==> config.mk <==
export PLATFORM = sky130hd
export DESIGN_NAME = bresenham_line_pixel_stepper_core
export DESIGN_NICKNAME = d
export VERILOG_FILES = /design/src/rtl/blps_pkg.sv /design/src/rtl/bresenham_line_pixel_stepper_core.sv /design/src/rtl/blps_front.sv /design/src/rtl/blps_queue.sv /design/src/rtl/blps_back.sv
export SDC_FILE = /design/constraint.sdc
export NUM_CORES = 1
export LEC_CHECK = 0
export BUFFER_PORTS_ARGS = -buffer_cell sky130_fd_sc_hd__buf_4
export CAP_MARGIN = 20
export CORE_ASPECT_RATIO = 2
export CORE_UTILIZATION = 56
export DETAILED_ROUTE_END_ITERATION = 16
export PLACE_DENSITY_LB_ADDON = 0.25
export SKIP_LAST_GASP = 1
export SYNTH_ARGS = -nofsm -noshare
export SYNTH_HDL_FRONTEND = slang
export SYNTH_SLANG_ARGS = --single-unit
==> constraint.sdc <==
create_clock -name clk -period 4.8 [get_ports clk]
set_input_delay 0.48 -clock clk [delete_from_list [all_inputs] [get_ports clk]]
set_output_delay 0.48 -clock clk [all_outputs]
set_load 0.1 [all_outputs]
==> src/rtl/blps_pkg.sv <==
// ----------------------------------------------------------------------------
// blps_pkg
// Shared types and constants of the line pixel stepper: item modes and the
// default geometry of coordinates, colors and the command queue.
// ----------------------------------------------------------------------------
`default_nettype none

package blps_pkg;

	// default coordinate width, also the default value of the top parameter
	localparam int COORD_WIDTH_DFLT = 10;

	// rgb565 color width
	localparam int COLOR_WIDTH = 16;

	// entries in the queue between front and back
	localparam int QUEUE_DEPTH = 2;

	// item mode codes
	typedef enum logic [0:0] {
		MODE_START   = 1'b0,
		MODE_ADVANCE = 1'b1
	} mode_t;

endpackage

`default_nettype wire

==> src/rtl/bresenham_line_pixel_stepper_core.sv <==
// ----------------------------------------------------------------------------
// bresenham_line_pixel_stepper_core
// Integer Bresenham line rasterizer for all octants, at most one pixel per beat.
// ----------------------------------------------------------------------------
// A start beat (mode 0) loads both endpoints and a color and returns the first
// endpoint; each advance beat (mode 1) returns the next pixel of the line, and
// the pixel equal to the end point comes with last set, after which advance
// beats return nothing until the next start. A start always drops any line in
// progress. While a line runs and neither side stalls, the block takes one
// input beat and returns one pixel per clock: the stepping loop in the back
// end does one step per cycle, and a two-entry command queue plus the output
// register keep input and output running while the other side stalls.
// ----------------------------------------------------------------------------
`default_nettype none

module bresenham_line_pixel_stepper_core #(
	parameter int COORD_WIDTH = blps_pkg::COORD_WIDTH_DFLT
) (
	input  wire logic                             clk,
	input  wire logic                             arst_n,
	input  wire logic                             in_valid,
	output logic                                  in_stall,
	input  wire logic                             mode,
	input  wire logic [COORD_WIDTH-1:0]           start_x,
	input  wire logic [COORD_WIDTH-1:0]           start_y,
	input  wire logic [COORD_WIDTH-1:0]           end_x,
	input  wire logic [COORD_WIDTH-1:0]           end_y,
	input  wire logic [blps_pkg::COLOR_WIDTH-1:0] color,
	output logic                                  out_valid,
	input  wire logic                             out_stall,
	output logic [COORD_WIDTH-1:0]                pixel_x,
	output logic [COORD_WIDTH-1:0]                pixel_y,
	output logic [blps_pkg::COLOR_WIDTH-1:0]      pixel_color,
	output logic                                  last
);

	localparam int CMD_WIDTH = 1 + 6 * COORD_WIDTH + 2 + blps_pkg::COLOR_WIDTH;

	logic                 push;
	logic [CMD_WIDTH-1:0] push_data;
	logic                 queue_full;
	logic                 queue_not_empty;
	logic [CMD_WIDTH-1:0] pop_data;
	logic                 pop;

	// front end: set up and queue
	blps_front #(
		.COORD_WIDTH (COORD_WIDTH),
		.CMD_WIDTH   (CMD_WIDTH)
	) u_front (
		.in_valid   (in_valid),
		.in_stall   (in_stall),
		.mode       (mode),
		.start_x    (start_x),
		.start_y    (start_y),
		.end_x      (end_x),
		.end_y      (end_y),
		.color      (color),
		.queue_full (queue_full),
		.push       (push),
		.push_data  (push_data)
	);

	// command queue between the two halves
	blps_queue #(
		.DATA_WIDTH (CMD_WIDTH),
		.DEPTH      (blps_pkg::QUEUE_DEPTH)
	) u_queue (
		.clk       (clk),
		.arst_n    (arst_n),
		.push      (push),
		.push_data (push_data),
		.pop       (pop),
		.full      (queue_full),
		.not_empty (queue_not_empty),
		.pop_data  (pop_data)
	);

	// back end: stepping and output register
	blps_back #(
		.COORD_WIDTH (COORD_WIDTH),
		.CMD_WIDTH   (CMD_WIDTH)
	) u_back (
		.clk         (clk),
		.arst_n      (arst_n),
		.cmd_avail   (queue_not_empty),
		.cmd_data    (pop_data),
		.pop         (pop),
		.out_valid   (out_valid),
		.out_stall   (out_stall),
		.pixel_x     (pixel_x),
		.pixel_y     (pixel_y),
		.pixel_color (pixel_color),
		.last        (last)
	);

endmodule

`default_nettype wire

==> src/rtl/blps_front.sv <==
// ----------------------------------------------------------------------------
// blps_front
// Front end: takes input beats, works out the absolute deltas and step
// directions for every beat and queues them together with the mode.
// ----------------------------------------------------------------------------
`default_nettype none

module blps_front #(
	parameter int COORD_WIDTH = blps_pkg::COORD_WIDTH_DFLT,
	parameter int CMD_WIDTH   = 1 + 6 * COORD_WIDTH + 2 + blps_pkg::COLOR_WIDTH
) (
	input  wire logic                         in_valid,
	output logic                              in_stall,
	input  wire logic                         mode,
	input  wire logic [COORD_WIDTH-1:0]       start_x,
	input  wire logic [COORD_WIDTH-1:0]       start_y,
	input  wire logic [COORD_WIDTH-1:0]       end_x,
	input  wire logic [COORD_WIDTH-1:0]       end_y,
	input  wire logic [blps_pkg::COLOR_WIDTH-1:0] color,
	input  wire logic                         queue_full,
	output logic                              push,
	output logic [CMD_WIDTH-1:0]              push_data
);

	logic [COORD_WIDTH-1:0] delta_x;
	logic [COORD_WIDTH-1:0] delta_y;
	logic                   neg_x;
	logic                   neg_y;

	// accept whenever the queue has room
	assign in_stall = queue_full;
	assign push     = in_valid && !queue_full;

	// absolute deltas and step directions
	always_comb begin
		neg_x   = !(start_x < end_x);
		neg_y   = !(start_y < end_y);
		delta_x = neg_x ? (start_x - end_x) : (end_x - start_x);
		delta_y = neg_y ? (start_y - end_y) : (end_y - start_y);
	end

	// command word: mode, endpoints, deltas, directions, color
	assign push_data = {mode, start_x, start_y, end_x, end_y,
		delta_x, delta_y, neg_x, neg_y, color};

endmodule

`default_nettype wire

==> src/rtl/blps_queue.sv <==
// ----------------------------------------------------------------------------
// blps_queue
// Short register queue that decouples the front end from the stepping back
// end, so either side can stall without holding up the other.
// ----------------------------------------------------------------------------
`default_nettype none

module blps_queue #(
	parameter int DATA_WIDTH = 8,
	parameter int DEPTH      = blps_pkg::QUEUE_DEPTH
) (
	input  wire logic                  clk,
	input  wire logic                  arst_n,
	input  wire logic                  push,
	input  wire logic [DATA_WIDTH-1:0] push_data,
	input  wire logic                  pop,
	output logic                       full,
	output logic                       not_empty,
	output logic [DATA_WIDTH-1:0]      pop_data
);

	localparam int PTR_WIDTH = (DEPTH > 1) ? $clog2(DEPTH) : 1;
	localparam int CNT_WIDTH = $clog2(DEPTH + 1);

	logic [DATA_WIDTH-1:0] entry_q [DEPTH];
	logic [PTR_WIDTH-1:0]  wr_ptr_q;
	logic [PTR_WIDTH-1:0]  rd_ptr_q;
	logic [CNT_WIDTH-1:0]  count_q;

	assign full      = (count_q == CNT_WIDTH'(DEPTH));
	assign not_empty = (count_q != '0);
	assign pop_data  = entry_q[rd_ptr_q];

	// pointers and fill count
	always_ff @(posedge clk or negedge arst_n) begin
		if (!arst_n) begin
			wr_ptr_q <= '0;
			rd_ptr_q <= '0;
			count_q  <= '0;
		end else begin
			if (push) begin
				wr_ptr_q <= (wr_ptr_q == PTR_WIDTH'(DEPTH - 1)) ? '0 : wr_ptr_q + 1'b1;
			end
			if (pop) begin
				rd_ptr_q <= (rd_ptr_q == PTR_WIDTH'(DEPTH - 1)) ? '0 : rd_ptr_q + 1'b1;
			end
			if (push && !pop) begin
				count_q <= count_q + 1'b1;
			end else if (pop && !push) begin
				count_q <= count_q - 1'b1;
			end
		end
	end

	// entry storage
	always_ff @(posedge clk) begin
		if (push) begin
			entry_q[wr_ptr_q] <= push_data;
		end
	end

endmodule

`default_nettype wire

==> src/rtl/blps_back.sv <==
// ----------------------------------------------------------------------------
// blps_back
// Back end: holds the line state, runs one Bresenham step per advance and
// presents each pixel in an output register.
// ----------------------------------------------------------------------------
`default_nettype none

module blps_back #(
	parameter int COORD_WIDTH = blps_pkg::COORD_WIDTH_DFLT,
	parameter int CMD_WIDTH   = 1 + 6 * COORD_WIDTH + 2 + blps_pkg::COLOR_WIDTH
) (
	input  wire logic                             clk,
	input  wire logic                             arst_n,
	input  wire logic                             cmd_avail,
	input  wire logic [CMD_WIDTH-1:0]             cmd_data,
	output logic                                  pop,
	output logic                                  out_valid,
	input  wire logic                             out_stall,
	output logic [COORD_WIDTH-1:0]                pixel_x,
	output logic [COORD_WIDTH-1:0]                pixel_y,
	output logic [blps_pkg::COLOR_WIDTH-1:0]      pixel_color,
	output logic                                  last
);

	localparam int EW = COORD_WIDTH + 2;

	// command fields
	logic                             c_mode_raw;
	blps_pkg::mode_t                  c_mode;
	logic [COORD_WIDTH-1:0]           c_sx, c_sy, c_ex, c_ey, c_dx, c_dy;
	logic                             c_negx, c_negy;
	logic [blps_pkg::COLOR_WIDTH-1:0] c_color;

	// line state
	logic [COORD_WIDTH-1:0]           cur_x_q, cur_y_q, tgt_x_q, tgt_y_q;
	logic [COORD_WIDTH-1:0]           dx_q, dy_q;
	logic                             negx_q, negy_q;
	logic signed [EW-1:0]             err_q;
	logic [blps_pkg::COLOR_WIDTH-1:0] color_q;
	logic                             busy_q;
	logic                             out_valid_q;

	// step arithmetic
	logic signed [EW:0]               e2, dx_s, ndy_s, err_ext, err_step;
	logic                             move_x, move_y;
	logic [COORD_WIDTH-1:0]           step_x, step_y;

	// next values
	logic [COORD_WIDTH-1:0]           nx_x, nx_y, nx_tx, nx_ty;
	logic                             emit, at_end;

	assign {c_mode_raw, c_sx, c_sy, c_ex, c_ey, c_dx, c_dy, c_negx, c_negy,
		c_color} = cmd_data;
	assign c_mode = blps_pkg::mode_t'(c_mode_raw);

	// take a command when the output register is free or draining
	assign pop = cmd_avail && (!out_valid_q || !out_stall);

	// one bresenham step on registered state
	always_comb begin
		err_ext  = {err_q[EW-1], err_q};
		e2       = {err_q, 1'b0};
		dx_s     = {2'b00, 1'b0, dx_q};
		ndy_s    = -$signed({2'b00, 1'b0, dy_q});
		move_x   = (e2 > ndy_s);
		move_y   = (e2 < dx_s);
		err_step = err_ext + (move_x ? ndy_s : '0) + (move_y ? dx_s : '0);
		step_x   = negx_q ? (cur_x_q - COORD_WIDTH'(1)) : (cur_x_q + COORD_WIDTH'(1));
		step_y   = negy_q ? (cur_y_q - COORD_WIDTH'(1)) : (cur_y_q + COORD_WIDTH'(1));
	end

	// select start or step and decide whether a pixel goes out
	always_comb begin
		unique case (c_mode)
			blps_pkg::MODE_START: begin
				nx_x  = c_sx;
				nx_y  = c_sy;
				nx_tx = c_ex;
				nx_ty = c_ey;
				emit  = 1'b1;
			end
			blps_pkg::MODE_ADVANCE: begin
				nx_x  = move_x ? step_x : cur_x_q;
				nx_y  = move_y ? step_y : cur_y_q;
				nx_tx = tgt_x_q;
				nx_ty = tgt_y_q;
				emit  = busy_q;
			end
			default: begin
				nx_x  = cur_x_q;
				nx_y  = cur_y_q;
				nx_tx = tgt_x_q;
				nx_ty = tgt_y_q;
				emit  = 1'b0;
			end
		endcase
		at_end = (nx_x == nx_tx) && (nx_y == nx_ty);
	end

	// control state
	always_ff @(posedge clk or negedge arst_n) begin
		if (!arst_n) begin
			busy_q      <= 1'b0;
			out_valid_q <= 1'b0;
			cur_x_q     <= '0;
			cur_y_q     <= '0;
			tgt_x_q     <= '0;
			tgt_y_q     <= '0;
			dx_q        <= '0;
			dy_q        <= '0;
			negx_q      <= 1'b0;
			negy_q      <= 1'b0;
			err_q       <= '0;
			color_q     <= '0;
		end else begin
			if (out_valid_q && !out_stall) begin
				out_valid_q <= 1'b0;
			end
			if (pop && emit) begin
				out_valid_q <= 1'b1;
				busy_q      <= !at_end;
				cur_x_q     <= nx_x;
				cur_y_q     <= nx_y;
				if (c_mode == blps_pkg::MODE_START) begin
					tgt_x_q <= c_ex;
					tgt_y_q <= c_ey;
					dx_q    <= c_dx;
					dy_q    <= c_dy;
					negx_q  <= c_negx;
					negy_q  <= c_negy;
					err_q   <= $signed({2'b00, c_dx}) - $signed({2'b00, c_dy});
					color_q <= c_color;
				end else begin
					err_q   <= err_step[EW-1:0];
				end
			end
		end
	end

	// output beat payload
	always_ff @(posedge clk) begin
		if (pop && emit) begin
			pixel_x     <= nx_x;
			pixel_y     <= nx_y;
			pixel_color <= (c_mode == blps_pkg::MODE_START) ? c_color : color_q;
			last        <= at_end;
		end
	end

	assign out_valid = out_valid_q;

endmodule

`default_nettype wire
## After elaboration in Yosys (flattened, before gate mapping)

Memories as Yosys holds them, arrays and structs flattened.
Index checks and enable logic that the tools add are counted.

- $add $sub $neg: 16
- Magnitude comparators: 4
- Equality and inequality tests: 3
- Muxes and demuxes: 23
- Bitwise logic cells: 1
- Reduce and logical (&&, ||, !) cells: 20

Operators with widths:

| cell | count |
|---|---|
| $pmux W10 S2 | 4 |
| $mux W10 | 7 |
| $sub A10 B10 Y10 | 4 |
| $add A12 B12 Y12 | 2 |
| $mux W12 | 2 |
| $add A10 B1 Y10 const B | 2 |
| $eq A10 B10 Y1 | 2 |
| $lt A10 B10 Y1 | 2 |
| $sub A10 B1 Y10 const B | 2 |
| $mux W16 | 1 |
| $gt A13 B13 Y1 | 1 |
| $lt A13 B11 Y1 | 1 |
| $neg A10 Y13 | 1 |
| $sub A10 B10 Y11 | 1 |
| $logic_not A1 Y1 | 8 |
| $logic_and A1 B1 Y1 | 7 |
| $mux W1 | 6 |
| $reduce_bool A2 Y1 | 3 |
| $mux W2 | 2 |
| $add A1 B1 Y1 const B | 2 |
| $add A2 B1 Y2 const B | 1 |
| $eq A2 B2 Y1 const B | 1 |
| $pmux W1 S2 | 1 |
| $reduce_and A2 Y1 | 1 |
| 3 further kinds | 3 |

- Flip-flop bits (word level): 133
- Bits in writable memories: 158
- Input port bits: 61
- Output and inout bits: 39
- Logic and storage cells: 87
- Memories: 1

Memories:

| memory | depth | width | read ports | clocked after Yosys merged registers in | write ports | line | text |
|---|---|---|---|---|---|---|---|
| u_queue.entry_q | 2 | 79 | 1 | 0 | 1 | blps_queue.sv:25 | `logic [DATA_WIDTH-1:0] entry_q [DEPTH];` |

## Depth between registers and ports, before layout

Gate-level depths: netlist of run 1.

- Word-level depth: 7
- Gate-level depth with buffers: 27
- Mapped depth without buffers: 26

## By module

A second synthesis of run 1 with hierarchy kept.

- Cells, all modules: 1,443
- Area total of the unflattened synthesis: 17,063.9 µm²

By module, submodules not included:

| module | times used | cells each | area each (µm²) | seq. area each (µm²) |
|---|---|---|---|---|
| blps_back | 1 | 874 | 8,555.7 | 3,413.3 |
| blps_queue | 1 | 262 | 6,291.0 | 4,844.6 |
| blps_front | 1 | 307 | 2,217.1 | 0.0 |

## Worst setup path after synthesis of run 1

No wires, ideal clock.

- Path kind: register to register
- Start point: reg u_back.dy_q[4]
- End point: reg u_back.err_q[9]
- Library setup time: 118 ps
- Data arrival time: 4,999 ps
- Required time: 4,682 ps
- Path slack: -317 ps
- Cell stages (with the launch flop): 25
- Path buffers: 1
- Period minus slack after synthesis: 5,117 ps
- Cell sequence: dfrtp_1 > nor4_1 > nand2_1 > o41ai_1 > o21ai_0 > ha_1 > nand4_2 > nor2_2 > a211oi_4 > a211o_1 > clkbuf_1 > or2_2 > fa_1 > inv_1 > ha_1 > nor2b_1 > o21ai_0 > a21boi_0 > o21ai_0 > nand2b_1 > a21o_1 > a21oi_1 > xor2_1 > o22ai_1 > a21o_1

- Cells in the longest elaborated chain, start to end: 6

RTL lines:

| item | line | text |
|---|---|---|
| from (decl) | blps_back.sv:36 | `logic [COORD_WIDTH-1:0] dx_q, dy_q;` |
| from (signal assigned) | blps_back.sv:128 | `dy_q <= c_dy;` |
| $neg A10 Y13 * | blps_back.sv:64 | `ndy_s = -$signed({2'b00, 1'b0, dy_q});` |
| $gt A13 B13 Y1 | blps_back.sv:65 | `move_x = (e2 > ndy_s);` |
| $mux W12 * | blps_back.sv:67 | `err_step = err_ext + (move_x ? ndy_s : '0) + (move_y ? dx_s : '0);` |
| $add A12 B12 Y12 * (2 in a row) | blps_back.sv:67 |  |
| $mux W12 * | blps_back.sv:124 | `if (c_mode == blps_pkg::MODE_START) begin` |
| to (signal assigned) | blps_back.sv:131 | `err_q <= $signed({2'b00, c_dx}) - $signed({2'b00, c_dy});` |
| to (signal assigned) | blps_back.sv:134 | `err_q <= err_step[EW-1:0];` |
| to (decl) | blps_back.sv:38 | `logic signed [EW-1:0] err_q;` |

Mark *: on every way between the ends. The rest lies on a longest branch, timed or not.
A chain may end at the register's enable or synchronous reset.

## Worst setup path in the final report of run 1

- Start point: reg u_back.dy_q[3]
- End point: reg u_back.err_q[8]

Same word-level chain as after synthesis.

==> results_dict.tcl, run 1 <==
set metrics [dict create \
    num-fill-cells 2199 \
    nNetsFinal 1778 \
    ys_warn_count 0 \
    arrival_ns 5.40 \
    final-setup-viol-count 5 \
    syn-num-nets 1636 \
    regArea_um2 8262 \
    critPathKind "reg -> reg" \
    max_freq_ghz 0.2002 \
    synth_seq_cells 291 \
    reg2reg_depth 23 \
    vias_per_cell 5.816 \
    rows 88 \
    drc 0 \
    crit_slowest_cell "fa_1" \
    post-route-period-util_pct 104.1 \
    period_needed_ns 4.996 \
    synthMostInstantiatedCell "edfxtp_1" \
    dp_hpwl_um 30450 \
    crit_chain "nor4_4 > nand2_2 > buf_6 > nor2_4 > xor2_1 > ha_1 > nand2_1 > o21ai_1 > a21oi_2 > a211o_4 > or2_4 > fa_1 > inv_1 > ha_1 > a21o_1 > a21oi_2 > o21ai_1 > a21oi_2 > o21bai_1 > a21oi_2 > xnor2_1 > o211ai_1 > o21ai_0" \
    drt_iter0_drc 584 \
    hold_violations 1 \
    startpoint_type "register" \
    end_kind "register" \
    crit_path_frequent_cell "a21oi_2" \
    crit_fanout 5 \
    path_buf_inv 2 \
    fp.dieArea_um2 29930 \
    synth_seq_area_share_pct 50.51 \
    clkSinkCount 291 \
    crit_required_ns 5.20 \
    skew_ns 0.02511 \
    synth_top_flop_cell "edfxtp_1" \
    critPathMaxStageDelay_ns 0.52 \
    postRouteAntennaNets 0 \
    cts.root.buffer_cell "clkbuf_16" \
    rsz0062_at_grt "yes" \
    via_count 11522 \
    wirelength_um 40890 \
    multi_input_area_um2 7644 \
    hold_path_class "in -> async" \
    htree_levels 1 \
    synth_area_leaders "edfxtp_1, dfrtp_1, ha_1" \
    whs_ns -0.002656 \
    fp.dieH_um 243.7 \
    overflow 0 \
    slew_headroom_pct 41.52 \
    postCtsHoldBufs 0 \
    clk_latency_ns 0.55 \
    grt_max_degree 87 \
    layout-drive-gt1-share_pct 19.31 \
    num_antenna_cells 0 \
    cts_tree "built" \
    cp_top_family "compound AO/OA/AOI/OAI gates" \
    r2r-start "u_back.dy_q[3]" \
    die_x_um 122.8 \
    fin_ws_ns -0.1956 \
    antenna_found_initial 0 \
    status "finished with violations" \
    start_util_pct 56.90 \
    area.growth.synth_to_final_pct 16.10 \
    cts_made_buffers 26 \
    gp_congestion 0.9277 \
    async_flop_share_pct 32.99 \
    drv_slew 0 \
    yosysUniqueCellTypes 74 \
    synth_enable_flop_cells 195 \
    synth.largest_area_cell "edfxtp_1" \
    finalNonFillerCells 1981 \
    grt_pass1_wl_um 63450 \
    violations "hold timing, setup timing" \
    syn_inst 1459 \
    first_global_vias 12019 \
    max_slew.worst_pin.slew_ns 0.8740 \
    dp.cells 1926 \
    clk_path_buf_depth 3 \
    synth_area_per_cell_um2 11.21 \
    drtPass1Iterations 5 \
    port_buffers 99 \
    synthTopCellsByCount "edfxtp_1, inv_1, a21oi_1" \
    wl_per_cell_um 20.64 \
    crit_cells 23 \
    crit_start "u_back.dy_q[3]" \
    io_pins 100 \
    syn_area_um2 16350 \
    max-cap-violations 0 \
    yosys.area.top_type_share_pct 35.81 \
    clk_pin_slew_ns 0.07 \
    core_area_um2 28740 \
    grt_usage_pct 28.23 \
]
[repair_timing]
action	CTS	global route
setup buffers	4	2
pin swaps	29	19
resized for setup	14	14
endpoints found under the setup margin	5	7
cloned	1	0
[kinds of logic (layout without fill, tap and decap cells)]
group	after synthesis	after routing	synth area share (%)
and+or+nand+nor	325	325	9.321
AOI/OAI and AO/OA	315	316	12.13
DFF	291	291	50.51
buffers and inverters	171	332	4.025
muxes	138	138	8.800
adders and majority gates	116	116	9.703
xor gates and xnor gates	103	103	5.517
[final timing paths]
| check | to | slack (ns) |
|---|---|---|
| min in group clk | u_queue.entry_q[0][2] | 0.12 |
| setup / recovery | u_back.err_q[8] | -0.20 |
| hold reg to reg | u_back.color_q[0] | 0.51 |
| setup reg to reg | u_back.err_q[8] | -0.20 |
| max in group asynchronous | u_back.color_q[7] | 3.73 |
| hold / removal | u_back.tgt_y_q[0] | -0.003 |
[registers in the layout, summed over array words and instances, names as in the netlist, 12 cells and up]
| register | count |
|---|---|
| u_back.err_q | 12 |
| u_back.color_q | 16 |
| u_back.pixel_color | 16 |
| u_queue.entry_q | 158 |
[final cells by class]
type                    instances  area share, %
repair buffers                162          6.532
inverters                     122          2.419
well taps                     360          2.373
clock buffers                  36          4.113
multi-input cells             998          40.26
flip-flops and latches        291          43.52
clock inverters                12         0.7778
[through the flow]
| stage | util [%] | setup WS [ns] | cell area (um^2) | setup TNS [ns] |
|---|---|---|---|---|
| after global routing | 66.06 | -0.3704 | 18980 | -1.851 |
| after global placement | 62.23 | -0.3163 | 17880 | -1.031 |
| final | 66.06 | -0.1956 | 18980 | -0.6685 |
| after CTS | 65.76 | -0.1105 | 18900 | -0.3361 |
| after floorplan | - | -0.1031 | 16420 | -0.2177 |
| after detailed placement | 62.23 | -0.4068 | 17880 | -1.427 |
[metal layers]
metal | up-vias | share of wire, % | GRT usage [%]
li1 | 5490 | - | -
met1 | 5630 | 36 | 29.48
met2 | 290 | 55 | 52.38
met3 | 112 | 3.0 | 2.528
met4 | 0 | 6.8 | 18.19
met5 | - | 0 | 0
[cell usage in the layout (no fill, tap or decap), drive strengths merged, types with 7 or more instances in the layout]
| cell type | Yosys | final |
|---|---|---|
| dfrtp | 96 | 96 |
| o211ai | 13 | 13 |
| o22ai | 8 | 8 |
| buf | 17 | 162 |
| clkbuf | 32 | 36 |
| mux2 | 46 | 46 |
| nand3 | 10 | 10 |
| nor2 | 92 | 92 |
| xor2 | 34 | 34 |
| and3 | 8 | 8 |
| nor4 | 7 | 7 |
| or2 | 13 | 13 |
| a211oi | 11 | 11 |
| nand2 | 114 | 114 |
| inv | 121 | 122 |
| edfxtp | 195 | 195 |
| mux2i | 92 | 92 |
| fa | 18 | 18 |
| nor2b | 19 | 19 |
| a21boi | 7 | 7 |
| nor3 | 20 | 20 |
| a21oi | 116 | 116 |
| clkinv | 1 | 8 |
| nand4 | 14 | 14 |
| nand2b | 16 | 16 |
| o21ai | 89 | 89 |
| ha | 98 | 98 |
| a21o | 18 | 18 |
| xnor2 | 69 | 69 |
[worst reg2reg max path: cells and delay by family (launching register included)]
kind / cells / cell delay, ns
fa+ha+maj: 3 / 1.13
compound gates: 11 / 2.06
buf+inv: 2 / 0.20
simple gates: 5 / 0.85
xor+xnor: 2 / 0.21
flops: 1 / 0.41
Power of run 1 is left out: the tool's default activity adds up to more than one toggle a clock period on the data nets, which glitch-free logic cannot reach.
==> run 2, diff against run 1 <==
--- a/config.mk
+++ b/config.mk
@@ -6,10 +6,11 @@
 export NUM_CORES = 1
 export LEC_CHECK = 0
 export BUFFER_PORTS_ARGS = -buffer_cell sky130_fd_sc_hd__buf_4
-export CAP_MARGIN = 20
+export CAP_MARGIN = 10
 export CORE_ASPECT_RATIO = 2
 export CORE_UTILIZATION = 56
 export DETAILED_ROUTE_END_ITERATION = 16
+export MAX_ROUTING_LAYER = met4
 export PLACE_DENSITY_LB_ADDON = 0.25
 export SKIP_LAST_GASP = 1
 export SYNTH_ARGS = -nofsm -noshare
==> run 2 against run 1 <==
  * The run ends with setup timing left
  * Worst hold slack better by 0.013 ns
  * First-iteration DRC count increased by 0.51%
  * Wire length increased by 1.1%
==> results_dict.tcl, run 2 (synthesis gave the netlist of run 1 again) <==
set metrics [dict create \
    cts_tree "built" \
    cp_top_family "buffers and inverters" \
    wirelength_um 41340 \
    num_antenna_cells 0 \
    postCtsHoldBufs 0 \
    die_x_um 122.8 \
    num-fill-cells 2215 \
    final_common_cell "edfxtp_1" \
    vias_per_cell 5.892 \
    via_count 11783 \
    cts.root.buffer_cell "clkbuf_16" \
    cts_made_buffers 26 \
    period_needed_ns 4.940 \
    critPathMaxStageDelay_ns 0.50 \
    core_area_um2 28740 \
    skew_ns 0.01469 \
    clk_pin_slew_ns 0.07 \
    drc 0 \
    reg_top3 "u_queue.entry_q: 158 flops, u_back.color_q: 16 flops, u_back.pixel_color: 16 flops" \
    nNetsFinal 1797 \
    max_freq_ghz 0.2024 \
    end_kind "register" \
    regArea_um2 8262 \
    crit_slowest_cell "fa_1" \
    setup_tns_ns -0.3799 \
    fp.dieArea_um2 29930 \
    overflow 0 \
    dp_hpwl_um 30650 \
    largest-register "u_queue.entry_q" \
    start_util_pct 56.90 \
    finalNonFillerCells 2000 \
    critPathKind "reg -> reg" \
    arrival_ns 5.37 \
    slew_headroom_pct 38.49 \
    grt_max_degree 59 \
    drv_slew 0 \
    multi_input_area_um2 7642 \
    rsz0062_at_grt "yes" \
    antenna_found_initial 0 \
    fin_ws_ns -0.1397 \
    clk_path_buf_depth 3 \
    grt_usage_pct 29.15 \
    clk_latency_ns 0.56 \
    crit_start "u_back.dy_q[3]" \
    max_slew.worst_pin.slew_ns 0.9192 \
    wl_per_cell_um 20.67 \
    crit_fanout 4 \
    largest_reg_flops 158 \
    drt_iter0_drc 587 \
    io_pins 100 \
    drtPass1Iterations 5 \
    area.growth.synth_to_final_pct 16.49 \
    htree_levels 1 \
    crit_required_ns 5.23 \
    clkSinkCount 291 \
    post-route-period-util_pct 102.9 \
    hold_path_class "in -> async" \
    rows 88 \
    port_buffers 99 \
    status "finished with violations" \
    startpoint_type "register" \
    fp.dieH_um 243.7 \
    r2r-start "u_back.dy_q[3]" \
    first_global_vias 12075 \
    final-setup-viol-count 5 \
    hold_violations 0 \
    crit_path_frequent_cell "buf_4" \
    gp_congestion 0.9660 \
    postRouteAntennaNets 0 \
    path_buf_inv 17 \
    violations "setup timing" \
    layout_common_cells "edfxtp_1, buf_4, inv_1" \
    grt_pass1_wl_um 63710 \
    max-cap-violations 0 \
    layout-drive-gt1-share_pct 20.12 \
    dp.cells 1927 \
]
-- run 2: area by class of cell --
type / count / area share [%]
multi-input combinational: 998 / 40.12
tap: 360 / 2.365
clock buffer: 33 / 3.718
timing repair buffer: 181 / 7.265
inverter: 122 / 2.411
clock inverter: 15 / 0.7423
sequential: 291 / 43.38
-- run 2: timing repair --
item                                    in CTS  in global routing
resized for setup                           14                 14
cloned                                       1                  0
pin swaps                                   29                 12
endpoints found under the setup margin       6                  6
setup buffers                               23                  1
-- run 2: path summary, 6_finish.rpt --
| check | to | slack, ns | cells past startpoint |
|---|---|---|---|
| max reg2reg | u_back.err_q[10] | -0.14 | 28 |
| max in group asynchronous | u_back.err_q[6] | 3.71 | 2 |
| min reg2reg | u_queue.count_q[1] | 0.51 | 1 |
| max | u_back.err_q[10] | -0.14 | 28 |
| min | u_back.out_valid | 0.01 | 1 |
| min in group clk | u_queue.entry_q[0][9] | 0.11 | 1 |
-- run 2: routing by layer --
metal  track usage, %  share of wire (%)  up-vias
li1                 -                  -     5528
met1            29.39                 35     5738
met2            52.79                 55      362
met3            3.371                4.0      155
met4            16.79                6.4        0
met5                -                  0        -
-- run 2: metrics by stage --
stage                     util [%]  setup WS (ns)  cell area, um^2  hold slack [ns]
after global routing         66.28        -0.2925            19050          0.07008
after global placement       62.30        -0.2917            17900           0.4839
after CTS                    66.08       -0.04227            18990          0.03822
after floorplan                  -        -0.1031            16420           0.1844
after detailed placement     62.30        -0.4115            17900           0.4946
final                        66.28        -0.1397            19050          0.01083
Power of run 2 is left out for the same reason.
==> run 3, diff against run 2 <==
--- a/config.mk
+++ b/config.mk
@@ -6,12 +6,12 @@
 export NUM_CORES = 1
 export LEC_CHECK = 0
 export BUFFER_PORTS_ARGS = -buffer_cell sky130_fd_sc_hd__buf_4
-export CAP_MARGIN = 10
 export CORE_ASPECT_RATIO = 2
 export CORE_UTILIZATION = 56
 export DETAILED_ROUTE_END_ITERATION = 16
 export MAX_ROUTING_LAYER = met4
 export PLACE_DENSITY_LB_ADDON = 0.25
+export SKIP_CTS_REPAIR_TIMING = 1
 export SKIP_LAST_GASP = 1
 export SYNTH_ARGS = -nofsm -noshare
 export SYNTH_HDL_FRONTEND = slang
==> run 3 against run 2 <==
  * The flow still finishes with violations (setup timing)
  * Via count shrank 0.90%
  * Critical path depth shrank 5
  * Non-clock buffer count shrank 11
  * Wire length shrank 1.3%
  * Setup slack gained 0.023 ns
  * Core utilization shrank 0.39 points
  * Register-to-register slack gained 0.02 ns
  * First-iteration DRC count shrank 1.5%
  * Clock skew shrank 0.0015 ns
  * Highest routed layer unchanged
==> results_dict.tcl, run 3 (synthesis gave the netlist of run 1 again) <==
set metrics [dict create \
    path_buf_inv 1 \
    max_slew.worst_pin.slew_ns 0.9514 \
    overflow 0 \
    wl_per_cell_um 20.50 \
    dp_slack_ns -0.4115 \
    dp_hpwl_um 30650 \
    cts_tree "built" \
    cp_top_family "simple AND/OR/NAND/NOR gates" \
    layout-drive-gt1-share_pct 19.21 \
    die_x_um 122.8 \
    crit_slowest_cell "fa_1" \
    reg2reg_depth 23 \
    largest-register "u_queue.entry_q" \
    start_util_pct 56.90 \
    grt_pass1_wl_um 62700 \
    htree_levels 1 \
    r2r-start "u_back.dy_q[4]" \
    grt_usage_pct 28.70 \
    cts.root.buffer_cell "clkbuf_16" \
    r2r-end "u_back.err_q[9]" \
    crit_required_ns 5.25 \
    final-setup-viol-count 5 \
    crit_fanout 5 \
    num-fill-cells 2244 \
    nNetsFinal 1786 \
    fp.dieH_um 243.7 \
    hold_violations 0 \
    r2r_slack_ns -0.12 \
    antenna_found_initial 0 \
    vias_per_cell 5.871 \
    max_freq_ghz 0.2034 \
    finalNonFillerCells 1989 \
    critPathKind "reg -> reg" \
    core_area_um2 28740 \
    clk_pin_slew_ns 0.07 \
    whs_ns 0.01135 \
    clk_latency_ns 0.56 \
    clkSinkCount 291 \
    crit_chain "nor4_2 > nand2_1 > nor3_2 > xor2_1 > ha_1 > nand4_1 > buf_4 > nor2_4 > a211oi_4 > a211o_4 > or2_4 > fa_1 > fa_2 > nor2b_4 > o21ai_2 > a21boi_1 > o21ai_1 > nand2b_1 > a21o_1 > a21oi_2 > xor2_1 > o22ai_1 > a21o_1" \
    wirelength_um 40780 \
    rows 88 \
    layout_common_cells "edfxtp_1, buf_4, inv_1" \
    dp.cells 1927 \
    reg_top3 "u_queue.entry_q: 158 flops, u_back.color_q: 16 flops, u_back.pixel_color: 16 flops" \
    post-route-period-util_pct 102.4 \
    area.growth.synth_to_final_pct 15.80 \
    clk_path_buf_depth 3 \
    hold_path_class "in -> async" \
    drc 0 \
    period_needed_ns 4.916 \
    cts_made_buffers 26 \
    slew_headroom_pct 36.34 \
    num_antenna_cells 0 \
    rsz0062_at_grt "yes" \
    fin_ws_ns -0.1165 \
    arrival_ns 5.36 \
    io_pins 100 \
    violations "setup timing" \
    largest_reg_flops 158 \
    postRouteAntennaNets 0 \
    startpoint_type "register" \
    first_global_vias 11908 \
    regArea_um2 8262 \
    final_common_cell "edfxtp_1" \
    via_count 11677 \
    end_kind "register" \
    fp.dieArea_um2 29930 \
    status "finished with violations" \
    gp_congestion 0.9660 \
    port_buffers 99 \
    skew_ns 0.01318 \
    grt_max_degree 59 \
    drt_iter0_drc 578 \
    drv_slew 0 \
    drtPass1Iterations 5 \
    max-cap-violations 0 \
    multi_input_area_um2 7605 \
    critPathMaxStageDelay_ns 0.49 \
]
## run 3: cell count changes in the layout (fill, tap and decap cells not counted), moves of 2 or more
| cell | change |
|---|---|
| nor2_2 | +2 |
| buf_4 | -13 |
| o21ai_1 | +4 |
| xnor2_2 | +2 |
| o21ai_2 | -4 |
| nor2_4 | -2 |
| xnor2_1 | -2 |
| buf_6 | +2 |
## run 3: metrics by stage
| stage | utilization [%] | cell area, um^2 | TNS [ns] |
|---|---|---|---|
| after global routing | 65.89 | 18930 | -1.613 |
| after global placement | 62.30 | 17900 | -0.9842 |
| after CTS | 65.25 | 18750 | -1.733 |
| after floorplan | - | 16420 | -0.2177 |
| after detailed placement | 62.30 | 17900 | -1.690 |
| final | 65.89 | 18930 | -0.4899 |
## run 3: layout make-up
| class | instances | area share, % |
|---|---|---|
| Clock buffer | 33 | 3.740 |
| Clock inverter | 15 | 0.7467 |
| Tap cell | 360 | 2.379 |
| Multi-Input combinational cell | 998 | 40.16 |
| Sequential cell | 291 | 43.63 |
| Inverter | 122 | 2.425 |
| Timing Repair Buffer | 170 | 6.912 |
## run 3: how the worst max path moves through the flow
| stage | start | endpoint | slack, ns | cells past startpoint |
|---|---|---|---|---|
| final | u_back.dy_q[4] | u_back.err_q[9] | -0.12 | 23 |
| after global routing | u_back.dy_q[4] | u_back.err_q[8] | -0.32 | 23 |
| after CTS | u_back.dy_q[3] | u_back.err_q[9] | -0.42 | 24 |
| after detailed placement | u_back.dy_q[3] | u_back.err_q[9] | -0.41 | 24 |
| after global placement | u_back.dy_q[3] | u_back.err_q[9] | -0.29 | 23 |
| after floorplan | u_back.dy_q[3] | u_back.err_q[9] | -0.10 | 24 |
## run 3: worst reg2reg max path, delay by kind of cell (launching register included)
| family | cells | cell delay (ns) |
|---|---|---|
| simple gates | 8 | 1.40 |
| compound gates | 9 | 1.30 |
| fa+ha+maj | 3 | 1.15 |
| flops | 1 | 0.40 |
| xor+xnor | 2 | 0.40 |
| buf+inv | 1 | 0.17 |
## run 3: metal layers
metal | wire length, um | part of all wire [%] | track usage (%)
met1 | 14200 | 35 | 28.91
met2 | 22560 | 55 | 52.43
met3 | 1573 | 3.9 | 3.160
met4 | 2450 | 6.0 | 15.82
met5 | 0 | 0 | -
Power of run 3 is left out for the same reason.
